==> config.mk <==
export PLATFORM = sky130hd
export DESIGN_NAME = signed_decimal_hex_number_parser
export DESIGN_NICKNAME = d
export VERILOG_FILES = /design/src/hw/rtl/sdhnp_pkg.sv /design/src/hw/rtl/signed_decimal_hex_number_parser.sv
export SDC_FILE = /design/constraint.sdc
export NUM_CORES = 1
export LEC_CHECK = 0
export BUFFER_PORTS_ARGS = -buffer_cell sky130_fd_sc_hd__buf_2
export CAP_MARGIN = 25
export CORE_MARGIN = 5
export CORE_UTILIZATION = 30
export CTS_CLUSTER_SIZE = 14
export DETAILED_ROUTE_END_ITERATION = 10
export MAX_ROUTING_LAYER = met4
export SYNTH_ARGS = -nofsm -noshare
export SYNTH_HDL_FRONTEND = slang
export SYNTH_SLANG_ARGS = --single-unit
export TNS_END_PERCENT = 50
==> constraint.sdc <==
create_clock -name clk_i -period 8 [get_ports clk_i]
set_input_delay 1.6 -clock clk_i [delete_from_list [all_inputs] [get_ports clk_i]]
set_output_delay 1.6 -clock clk_i [all_outputs]
set_load 0.01 [all_outputs]
==> src/hw/rtl/sdhnp_pkg.sv <==
// Package with character codes, parser phase codes and digit helpers for the number parser.
package sdhnp_pkg;

  localparam int unsigned AccW  = 32;
  localparam int unsigned CharW = 8;
  localparam int unsigned CntW  = 8;
  localparam int unsigned PhW   = 3;
  localparam int unsigned OutDataW = 48;

  localparam logic [CharW-1:0] CharPlus   = 8'h2B;
  localparam logic [CharW-1:0] CharMinus  = 8'h2D;
  localparam logic [CharW-1:0] CharDollar = 8'h24;

  localparam logic [PhW-1:0] PhSign   = 3'd0;
  localparam logic [PhW-1:0] PhPrefix = 3'd1;
  localparam logic [PhW-1:0] PhDec    = 3'd2;
  localparam logic [PhW-1:0] PhHex    = 3'd3;
  localparam logic [PhW-1:0] PhSkip   = 3'd4;

  typedef struct packed {
    logic [AccW-1:0] value;
    logic            ok;
  } signed_val_t;

  typedef struct packed {
    logic       valid;
    logic [3:0] digit;
  } digit_t;

  // Negates a nonzero magnitude when negative, and checks that the sign bit agrees.
  function automatic signed_val_t apply_sign(input logic [AccW-1:0] acc, input logic neg);
    signed_val_t r;
    r.value = acc;
    r.ok    = 1'b1;
    if (acc != '0) begin
      if (neg) begin
        r.value = '0 - acc;
      end
      r.ok = (r.value[AccW-1] == neg);
    end
    return r;
  endfunction

  function automatic digit_t dec_digit(input logic [CharW-1:0] c);
    digit_t r;
    r.valid = (c >= 8'h30) && (c <= 8'h39);
    r.digit = c[3:0];
    return r;
  endfunction

  // Hex digits of either case; letters map to 10..15.
  function automatic digit_t hex_digit(input logic [CharW-1:0] c);
    digit_t r;
    r.valid = 1'b0;
    r.digit = c[3:0];
    if ((c >= 8'h30) && (c <= 8'h39)) begin
      r.valid = 1'b1;
    end else if (((c >= 8'h41) && (c <= 8'h46)) || ((c >= 8'h61) && (c <= 8'h66))) begin
      r.valid = 1'b1;
      r.digit = c[3:0] + 4'd9;
    end
    return r;
  endfunction

endpackage

==> src/hw/rtl/signed_decimal_hex_number_parser.sv <==
// Streaming parser for signed decimal or dollar-prefixed hexadecimal 32-bit integers.
// An accepted character waits in the input register until it is processed, and a string's
// result is loaded into the output register when its last character is processed.
// Throughput: one character per cycle; the input stalls only when a finished result
// still waits in the output register while the next string end is ready to be processed.
// Reset (rst_ni low, asynchronous) empties both registers and returns the parser to the
// start of a string; the parser also returns there by itself after every result.
module signed_decimal_hex_number_parser
  import sdhnp_pkg::*;
(
  input  logic                clk_i,
  input  logic                rst_ni,
  input  logic                s_axis_tvalid,
  output logic                s_axis_tready,
  input  logic [CharW-1:0]    s_axis_tdata,   // [7:0] char_code
  input  logic                s_axis_tlast,   // last character of the string
  output logic                m_axis_tvalid,
  input  logic                m_axis_tready,
  output logic [OutDataW-1:0] m_axis_tdata    // [31:0] value, [32] ok, [40:33] remaining,
                                              // [47:41] zero
);

  // Input register: holds one accepted transaction until it is processed.
  logic             in_valid_q, in_valid_d;
  logic [CharW-1:0] char_q, char_d;
  logic             last_q, last_d;

  // Parser state.
  logic [PhW-1:0]  phase_q, phase_d;
  logic            neg_q, neg_d;
  logic [AccW-1:0] accum_q, accum_d;
  logic            good_q, good_d;
  logic [CntW-1:0] left_q, left_d;

  // Output register.
  logic                out_valid_q, out_valid_d;
  logic [OutDataW-1:0] out_data_q, out_data_d;

  logic out_free;
  logic advance;
  logic out_load;

  // A character without the last flag never needs the output register, so it moves on
  // even while a result is stalled downstream.
  assign out_free      = !out_valid_q || m_axis_tready;
  assign advance       = in_valid_q && (!last_q || out_free);
  assign out_load      = advance && last_q;
  assign s_axis_tready = !in_valid_q || advance;

  always_comb begin
    in_valid_d = in_valid_q;
    char_d     = char_q;
    last_d     = last_q;
    if (s_axis_tready) begin
      in_valid_d = s_axis_tvalid;
      char_d     = s_axis_tdata;
      last_d     = s_axis_tlast;
    end
  end

  // Per-character step. The phases are walked in order combinationally: a character
  // that is neither a sign nor a dollar falls through into the digit phase at once.
  logic [PhW-1:0]  ph;
  logic            neg;
  logic [AccW-1:0] acc;
  logic            gd;
  logic [CntW-1:0] lc;
  logic            done;
  logic [AccW-1:0] res_value;
  logic            res_ok;
  logic [CntW-1:0] res_rem;
  digit_t          dd;
  digit_t          hd;
  signed_val_t     sv_stop;
  signed_val_t     sv_end;

  always_comb begin
    ph        = phase_q;
    neg       = neg_q;
    acc       = accum_q;
    gd        = good_q;
    lc        = left_q;
    done      = 1'b0;
    res_value = '0;
    res_ok    = 1'b0;
    res_rem   = '0;
    dd        = dec_digit(char_q);
    hd        = hex_digit(char_q);
    sv_stop   = apply_sign(accum_q, neg_q);

    if (ph == PhSign) begin
      ph = PhPrefix;
      if ((char_q == CharPlus) || (char_q == CharMinus)) begin
        neg  = (char_q == CharMinus);
        done = 1'b1;
      end
    end

    if (!done && (ph == PhPrefix)) begin
      if (char_q == CharDollar) begin
        ph   = PhHex;
        done = 1'b1;
      end else begin
        ph = PhDec;
      end
    end

    if (!done) begin
      unique case (ph)
        PhDec: begin
          if (dd.valid) begin
            if (acc[AccW-1:AccW-4] != 4'd0) begin
              gd = 1'b0;
              lc = CntW'(1);
              ph = PhSkip;
            end else begin
              // Times ten as 8x + 2x, wrapping at 32 bits.
              acc = {acc[AccW-4:0], 3'b000} + {acc[AccW-2:0], 1'b0}
                    + {{(AccW-4){1'b0}}, dd.digit};
            end
          end else begin
            acc = sv_stop.value;
            gd  = sv_stop.ok;
            lc  = CntW'(1);
            ph  = PhSkip;
          end
        end
        PhHex: begin
          if (!hd.valid) begin
            acc = sv_stop.value;
            gd  = sv_stop.ok;
            lc  = CntW'(1);
            ph  = PhSkip;
          end else begin
            // Shift one bit at a time, at most four, stopping once the top bit is set.
            priority if (acc[AccW-1]) begin
              gd = 1'b0;
            end else if (acc[AccW-2]) begin
              acc = {acc[AccW-2:0], 1'b0};
              gd  = 1'b0;
            end else if (acc[AccW-3]) begin
              acc = {acc[AccW-3:0], 2'b00};
              gd  = 1'b0;
            end else if (acc[AccW-4]) begin
              acc = {acc[AccW-4:0], 3'b000};
              gd  = 1'b0;
            end else begin
              acc = {acc[AccW-5:0], hd.digit};
            end
            if (!gd) begin
              lc = CntW'(1);
              ph = PhSkip;
            end
          end
        end
        default: begin
          if (lc != {CntW{1'b1}}) begin
            lc = lc + CntW'(1);
          end
        end
      endcase
    end

    sv_end = apply_sign(acc, neg);

    if (done) begin
      // A sign or dollar that ends the string fails with zero.
      res_value = '0;
      res_ok    = 1'b0;
      res_rem   = '0;
    end else if (ph == PhDec) begin
      res_value = sv_end.value;
      res_ok    = sv_end.ok;
    end else if (ph == PhHex) begin
      // Ending on a hex digit applies the sign without the sign check.
      res_value = neg ? ('0 - acc) : acc;
      res_ok    = 1'b1;
    end else begin
      res_value = acc;
      res_ok    = gd;
      res_rem   = lc;
    end

    phase_d = phase_q;
    neg_d   = neg_q;
    accum_d = accum_q;
    good_d  = good_q;
    left_d  = left_q;
    if (advance) begin
      if (last_q) begin
        phase_d = PhSign;
        neg_d   = 1'b0;
        accum_d = '0;
        good_d  = 1'b1;
        left_d  = '0;
      end else begin
        phase_d = ph;
        neg_d   = neg;
        accum_d = acc;
        good_d  = gd;
        left_d  = lc;
      end
    end

    out_valid_d = out_valid_q;
    out_data_d  = out_data_q;
    if (out_load) begin
      out_valid_d = 1'b1;
      out_data_d  = {{(OutDataW - AccW - 1 - CntW){1'b0}}, res_rem, res_ok, res_value};
    end else if (m_axis_tready) begin
      out_valid_d = 1'b0;
    end
  end

  always_ff @(posedge clk_i or negedge rst_ni) begin
    if (!rst_ni) begin
      in_valid_q  <= 1'b0;
      phase_q     <= PhSign;
      neg_q       <= 1'b0;
      accum_q     <= '0;
      good_q      <= 1'b1;
      left_q      <= '0;
      out_valid_q <= 1'b0;
    end else begin
      in_valid_q  <= in_valid_d;
      phase_q     <= phase_d;
      neg_q       <= neg_d;
      accum_q     <= accum_d;
      good_q      <= good_d;
      left_q      <= left_d;
      out_valid_q <= out_valid_d;
    end
  end

  always_ff @(posedge clk_i) begin
    char_q     <= char_d;
    last_q     <= last_d;
    out_data_q <= out_data_d;
  end

  assign m_axis_tvalid = out_valid_q;
  assign m_axis_tdata  = out_data_q;

  // After every result the parser is back at the start of a string.
  assert property (@(posedge clk_i) disable iff (!rst_ni)
    out_load |=> (phase_q == PhSign) && (accum_q == '0) && good_q && (left_q == '0))
    else $error("parser state not cleared after a result");

  // The skip count only runs once parsing has stopped.
  assert property (@(posedge clk_i) disable iff (!rst_ni)
    (left_q != '0) |-> (phase_q == PhSkip))
    else $error("skip count nonzero outside the skip phase");

  // Failure is only recorded when parsing stops.
  assert property (@(posedge clk_i) disable iff (!rst_ni)
    (phase_q == PhDec || phase_q == PhHex || phase_q == PhPrefix) |-> good_q)
    else $error("failure flag set while still parsing digits");

  // A held character is not replaced before it has been processed.
  assert property (@(posedge clk_i) disable iff (!rst_ni)
    (in_valid_q && !advance) |=> in_valid_q && $stable(char_q) && $stable(last_q))
    else $error("pending input character lost");

endmodule

* Word-level counts from Yosys, hierarchy flattened
Cells that the tools add are included.
W data, S select, Z words.
** Word-level totals
- Flip-flop bits (word level) :: 97
- Output and inout port bits :: 50
- Logic and storage cells :: 118
** Cells by class
- Reduce and logical (&&, ||, !) cells :: 21
- Add/sub/neg operators :: 6
- Equal/unequal tests :: 11
- Magnitude comparators :: 6
- Multiplexer cells :: 63
** Operators with widths (count)
- $mux W32 :: 15
- $mux W33 :: 2
- $pmux W32 S2 :: 1
- $reduce_bool A32 Y1 :: 2
- $sub A1 B32 Y32 const A :: 2
- $mux W8 :: 7
- $add A32 B32 Y32 :: 1
- $add A32 B4 Y32 :: 1
- $mux W1 :: 25
- $eq A8 B6 Y1 const B :: 3
- $mux W3 :: 8
- $ge A8 B7 Y1 const B :: 2
- $le A8 B7 Y1 const B :: 2
- $pmux W8 S2 :: 1
- $eq A3 B2 Y1 const B :: 4
- $add A8 B1 Y8 const B :: 1
- $ge A8 B6 Y1 const B :: 1
- $le A8 B6 Y1 const B :: 1
- $ne A8 B8 Y1 const B :: 1
- $logic_and A1 B1 Y1 :: 6
- $pmux W3 S2 :: 1
- $logic_or A1 B1 Y1 :: 5
- $mux W5 :: 1
- $add A4 B4 Y4 const B :: 1
- other kinds (9) :: 13

* Logic depth before layout (Yosys ltp)
- Depth in word-level cells :: 18
- Depth in mapped cells :: 20
- Gate-level depth less buffers :: 16

* Worst setup path before layout
OpenSTA, ideal clock, no wires.
- Path type :: reg-to-reg
- Start point :: register accum_q[2]
- End point :: register out_data_q[25], in the netlist m_axis_tdata[25] (data pin)
- Path slack :: 2630 ps
- Cell stages (with the launch flop) :: 20
- Period minus slack after synthesis :: 5370 ps
- Arrival time :: 5097 ps
- Cells stage by stage :: dfrtp_1 clkbuf_1 inv_1 fa_1 inv_1 fa_1 a211oi_1 o21ai_0 a211oi_1 o21bai_1 or3_1 a31oi_1 nand4b_1 or4b_1 buf_2 or3_1 o31a_4 buf_6 a21oi_1 a21oi_1
** Between the ends
- Cells in the longest elaborated chain, start to end :: 12
** RTL lines
- start, declared :: line signed_decimal_hex_number_parser.sv:31 : logic [AccW-1:0] accum_q, accum_d;
- start signal, assigned :: line signed_decimal_hex_number_parser.sv:228 : accum_q <= accum_d;
- parallel branches: the longest is 6 deep, another holds $add A32 B32 Y32
- $mux W32 * :: line signed_decimal_hex_number_parser.sv:108 : if (!done) begin
- $sub A1 B32 Y32 :: line sdhnp_pkg.sv:37, signed_decimal_hex_number_parser.sv:176
- $mux W32 :: line sdhnp_pkg.sv:36, signed_decimal_hex_number_parser.sv:176
- $mux W32 :: line sdhnp_pkg.sv:35 : if (acc != '0) begin
- $mux W33 :: line sdhnp_pkg.sv:35
- $mux W32 * :: line signed_decimal_hex_number_parser.sv:171 : end else if (ph == PhDec) begin
- end signal, assigned :: line signed_decimal_hex_number_parser.sv:238 : out_data_q <= out_data_d;
- end, declared :: line signed_decimal_hex_number_parser.sv:37 : logic [OutDataW-1:0] out_data_q, out_data_d;
Every way passes the cells marked *. The select of a mux whose other input is x is not followed.
A chain may end at the register's enable or synchronous reset.

* Final worst setup path
- Start point :: register char_q[3]
- End point :: register out_data_q[20], in the netlist m_axis_tdata[20] (data pin)
** Between the ends
- Cells in the longest elaborated chain, start to end :: 17
** RTL lines
- start, declared :: line signed_decimal_hex_number_parser.sv:25 : logic [CharW-1:0] char_q, char_d;
- start signal, assigned :: line signed_decimal_hex_number_parser.sv:236 : char_q <= char_d;
- $ge A8 B7 Y1 or $le A8 B7 Y1 (tied branches) :: line sdhnp_pkg.sv:58 : end else if (((c >= 8'h41) && (c <= 8'h46)) || ((c >= 8'h61) && (c <= 8'h66))) begin
- $logic_and A1 B1 Y1 :: line sdhnp_pkg.sv:58
- $logic_or A1 B1 Y1 :: line sdhnp_pkg.sv:58
- $mux W5 :: line sdhnp_pkg.sv:58
- $mux W4 :: line sdhnp_pkg.sv:56 : if ((c >= 8'h30) && (c <= 8'h39)) begin
- $mux W32 :: line signed_decimal_hex_number_parser.sv:144 : end else if (acc[AccW-4]) begin
- $mux W32 :: line signed_decimal_hex_number_parser.sv:141 : end else if (acc[AccW-3]) begin
- $mux W32 :: line signed_decimal_hex_number_parser.sv:138 : end else if (acc[AccW-2]) begin
- $mux W32 :: line signed_decimal_hex_number_parser.sv:136 : priority if (acc[AccW-1]) begin
- $mux W32 :: line signed_decimal_hex_number_parser.sv:129 : if (!hd.valid) begin
- $pmux W32 S2 :: line signed_decimal_hex_number_parser.sv:109 : unique case (ph)
- $mux W32 :: line signed_decimal_hex_number_parser.sv:108
- $sub A1 B32 Y32 :: line sdhnp_pkg.sv:37, signed_decimal_hex_number_parser.sv:176
- $mux W32 :: line sdhnp_pkg.sv:36, signed_decimal_hex_number_parser.sv:176
- $mux W32 :: line sdhnp_pkg.sv:35
- $mux W33 :: line sdhnp_pkg.sv:35
- $mux W32 :: line signed_decimal_hex_number_parser.sv:171
Several ways; a longest one is shown, not always the timed one. The select of a mux whose other input is x is not followed.

==> results.sh <==
export IMPL_ant_nets=0
export IMPL_synth_area_leaders="edfxtp_1 13%, dfrtp_1 9.8%, ha_1 6.9%"
export IMPL_synthTopCellsByCount="158 x nand2_1, 133 x o21ai_0, 122 x a21oi_1"
export IMPL_timing_fmax_mhz=150
export IMPL_clock_power_share_pct=17.7
export IMPL_die_area_um2=43100
export IMPL_synth_top_area_share_pct=12.8
export IMPL_drc=0
export IMPL_synth_cell_type_count=103
export IMPL_dp_hpwl_mm=33.1
export IMPL_root_buffer="clkbuf_16"
export IMPL_fin_ws_ns=1.32
export IMPL_synth_edff_count=50
export IMPL_final_max_slew_viol_count=0
export IMPL_drt_total_wl_mm=46.9
export IMPL_core_area_um2=38600
export IMPL_fin_skew_ns=0.0128
export IMPL_synth_top_area_cell="edfxtp_1"
export IMPL_cap_violations=0
export IMPL_overflow=0
export IMPL_combPwrFrac_pct=56.9
export IMPL_clockBufferDepth=2
export IMPL_track_usage_pct=21.1
export IMPL_die_w_um=208
export IMPL_die_height_um=208
export IMPL_portBuffers=55
export IMPL_start_kind="flop"
export IMPL_syn_avg_cell_area_um2=7.76
export IMPL_synthMuxAreaShare_pct=3.44
export IMPL_nets=1564
export IMPL_wl_per_cell_um=23.3
export IMPL_p_per_area_nw_per_um2=205
export IMPL_netlist_instances=1509
export IMPL_ioPinCount=63
export IMPL_p_leak_nw=4.89
export IMPL_cts_reportedPaths_clkPinSlew_ns=0.08
export IMPL_setup_viol=0
export IMPL_synth_top_family_by_area="compound AO/OA/AOI/OAI gates"
export IMPL_tritoncts="done"
export IMPL_start_util_pct=30.3
export IMPL_rsz0062_at_grt="false"
export IMPL_clkSinkCount=97
export IMPL_switching_share_pct=51.1
export IMPL_fin_setup_tns_ns=0
export IMPL_holdBufCountCts=0
export IMPL_synthSimpleGateAreaFrac_pct=22.2
export IMPL_synthXorXnorAreaFrac_pct=3.07
export IMPL_grt_pass1_wl_mm=71.4
export IMPL_end_kind="flop"
export IMPL_pre_cts_slack_ns=1.39
export IMPL_grt_max_degree=51
export IMPL_min_period_ns=6.68
export IMPL_routabilityCongestion=1.03
export IMPL_run_status="complete, no violations"
export IMPL_ys_flop_type="edfxtp_1"
export IMPL_cts_resized_gates=0
export IMPL_grt_pass1_vias=11822
export IMPL_area_delta_synth_final_pct=8.53
export IMPL_internal_power_w=0.00127
export IMPL_ys_seq_area_share_pct=22.9
export IMPL_cp_arrival_ns=6.80
export IMPL_tightest_slew_ns=1.08
export IMPL_clk_latency_ns=0.37
export IMPL_ys_warn_count=0
export IMPL_cts_setup_buffers=0
export IMPL_yosysMostFrequentCell="nand2_1"
export IMPL_drive_gt1_share_pct=12.0
export IMPL_period_share_pct=83.5
export IMPL_netlist_area_um2=11700
export IMPL_p_switching_w=0.00133
export IMPL_synth_compound_area_share_pct=34.8
export IMPL_n_antenna_cell=0
export IMPL_worstSetupPathType="flop to flop"
export IMPL_num_rows=72
export IMPL_p_seq_share_pct=25.4
export IMPL_vias_per_cell=6.41
export IMPL_ir_drop_mv=0.111
export IMPL_crit_path_max_fanout=10
export IMPL_drtIter0Drc=1596
export IMPL_via_count=12857
export IMPL_maxSlewHeadroom_pct=27.7
export IMPL_min_path_type="flop to flop"
export IMPL_synth_seq_cells=97
export IMPL_cts_buffers=9
export IMPL_hold_viol_final=0
export IMPL_drt_pre_antenna_iters=7
export IMPL_required_ns=8.12
export IMPL_antenna_found_initial=0
export IMPL_synthAdderAreaFrac_pct=7.29
export IMPL_synthArstFlopShare_pct=48.5
export IMPL_htreeDepth=3
## power by group through the flow
stage	combinational, W	sequential (W)	clock, W
after floorplan	0.00103	0.000634	0
after global placement	0.00142	0.000669	0
after detailed placement	0.00143	0.000671	0
after CTS	0.00143	0.000660	0.000463
after global routing	0.00159	0.000670	0.000485
final	0.00148	0.000662	0.000460
## state kept, by name (all words and copies together), names as in the netlist
register       cells
phase_q            3
m_axis_tvalid      1
last_q             1
accum_q           32
m_axis_tdata      41
neg_q              1
good_q             1
in_valid_q         1
left_q             8
char_q             8
## cell usage in the layout, fill, tap and decap left out, types with 23 or more instances in the layout
master,netlist,final
a211oi_1,25,25
a21oi_1,122,121
buf_2,20,55
buf_4,9,40
dfrtp_1,46,45
edfxtp_1,50,50
ha_1,65,65
inv_1,30,30
mux2i_1,29,29
nand2_1,158,158
nand3_1,32,32
nor2_1,81,80
nor3_1,38,38
o211ai_1,23,23
o21ai_0,133,133
o22ai_1,38,38
o31ai_1,25,25
xnor2_1,25,25
## worst paths after layout
check                                   endpoint       from  depth (start not counted)  slack (ns)
max in group asynchronous            accum_q[28]     rst_ni                          2        6.09
min in group asynchronous              left_q[3]     rst_ni                          2        1.35
worst max register to register  m_axis_tdata[20]  char_q[3]                         16        1.32
worst max-delay path            m_axis_tdata[20]  char_q[3]                         16        1.32
worst min register to register         left_q[5]  left_q[5]                          1        0.54
worst min-delay path                   left_q[5]  left_q[5]                          1        0.54
## final cells by class
cell class                 count  area (um^2)
multi-input combinational   1249         8360
timing repair buffer          96          603
clock inverter                 7         76.3
tap                          518          648
fill                        4063        25900
sequential                    97         2680
inverter                      31          116
clock buffer                   9          225
## cells by family (layout without fill, tap and decap cells)
| kind of cell | count (synthesis) | in the layout |
|---|---|---|
| adder cells (fa/ha/maj) | 67 | 67 |
| multiplexers | 39 | 39 |
| flip-flops | 97 | 97 |
| other | 1 | 7 |
| XOR/XNOR | 41 | 41 |
| AO/OA/AOI/OAI | 599 | 599 |
| buffers and inverters | 169 | 143 |
| AND/OR/NAND/NOR | 496 | 496 |
## through the flow
step | instance area (um^2) | cells | total power [W] | util, % | hold slack, ns
3_5_place_dp | 12400 | 1991 | 0.00210 | 32.1 | 0.522
5_1_grt | 12700 | 2007 | 0.00274 | 32.9 | 0.596
6_report | 12700 | 2007 | 0.00261 | 32.9 | 0.544
4_1_cts | 12700 | 2007 | 0.00256 | 32.9 | 0.546
3_3_place_gp | 12400 | 1990 | 0.00209 | 32.0 | 0.521
2_1_floorplan | 11700 | 1515 | 0.00166 | - | 0.489
## critical path, cell delays in order (launching register included)
cell      delay [ns]
edfxtp_1        0.61
inv_1           0.21
fa_1            0.58
inv_1           0.07
fa_1            0.48
a211oi_1        0.26
o21ai_0         0.27
a211oi_1        0.55
o21bai_1        0.17
or3_1           0.34
a31oi_1         0.56
nand4b_1        0.32
or4b_1          0.77
o41ai_2         0.78
buf_4           0.28
o21bai_1        0.07
a21boi_0        0.12
## layer usage
metal	vias up	wire length [um]	part of all wire [%]	GRT usage, %
met1	6168	19800	42	29.1
met4	0	2470	5.3	9.53
met2	792	19900	43	30.4
met3	136	4600	9.8	3.43
li1	5761	-	-	-
met5	-	0	0	-
Power figures use the tool's default switching activity.
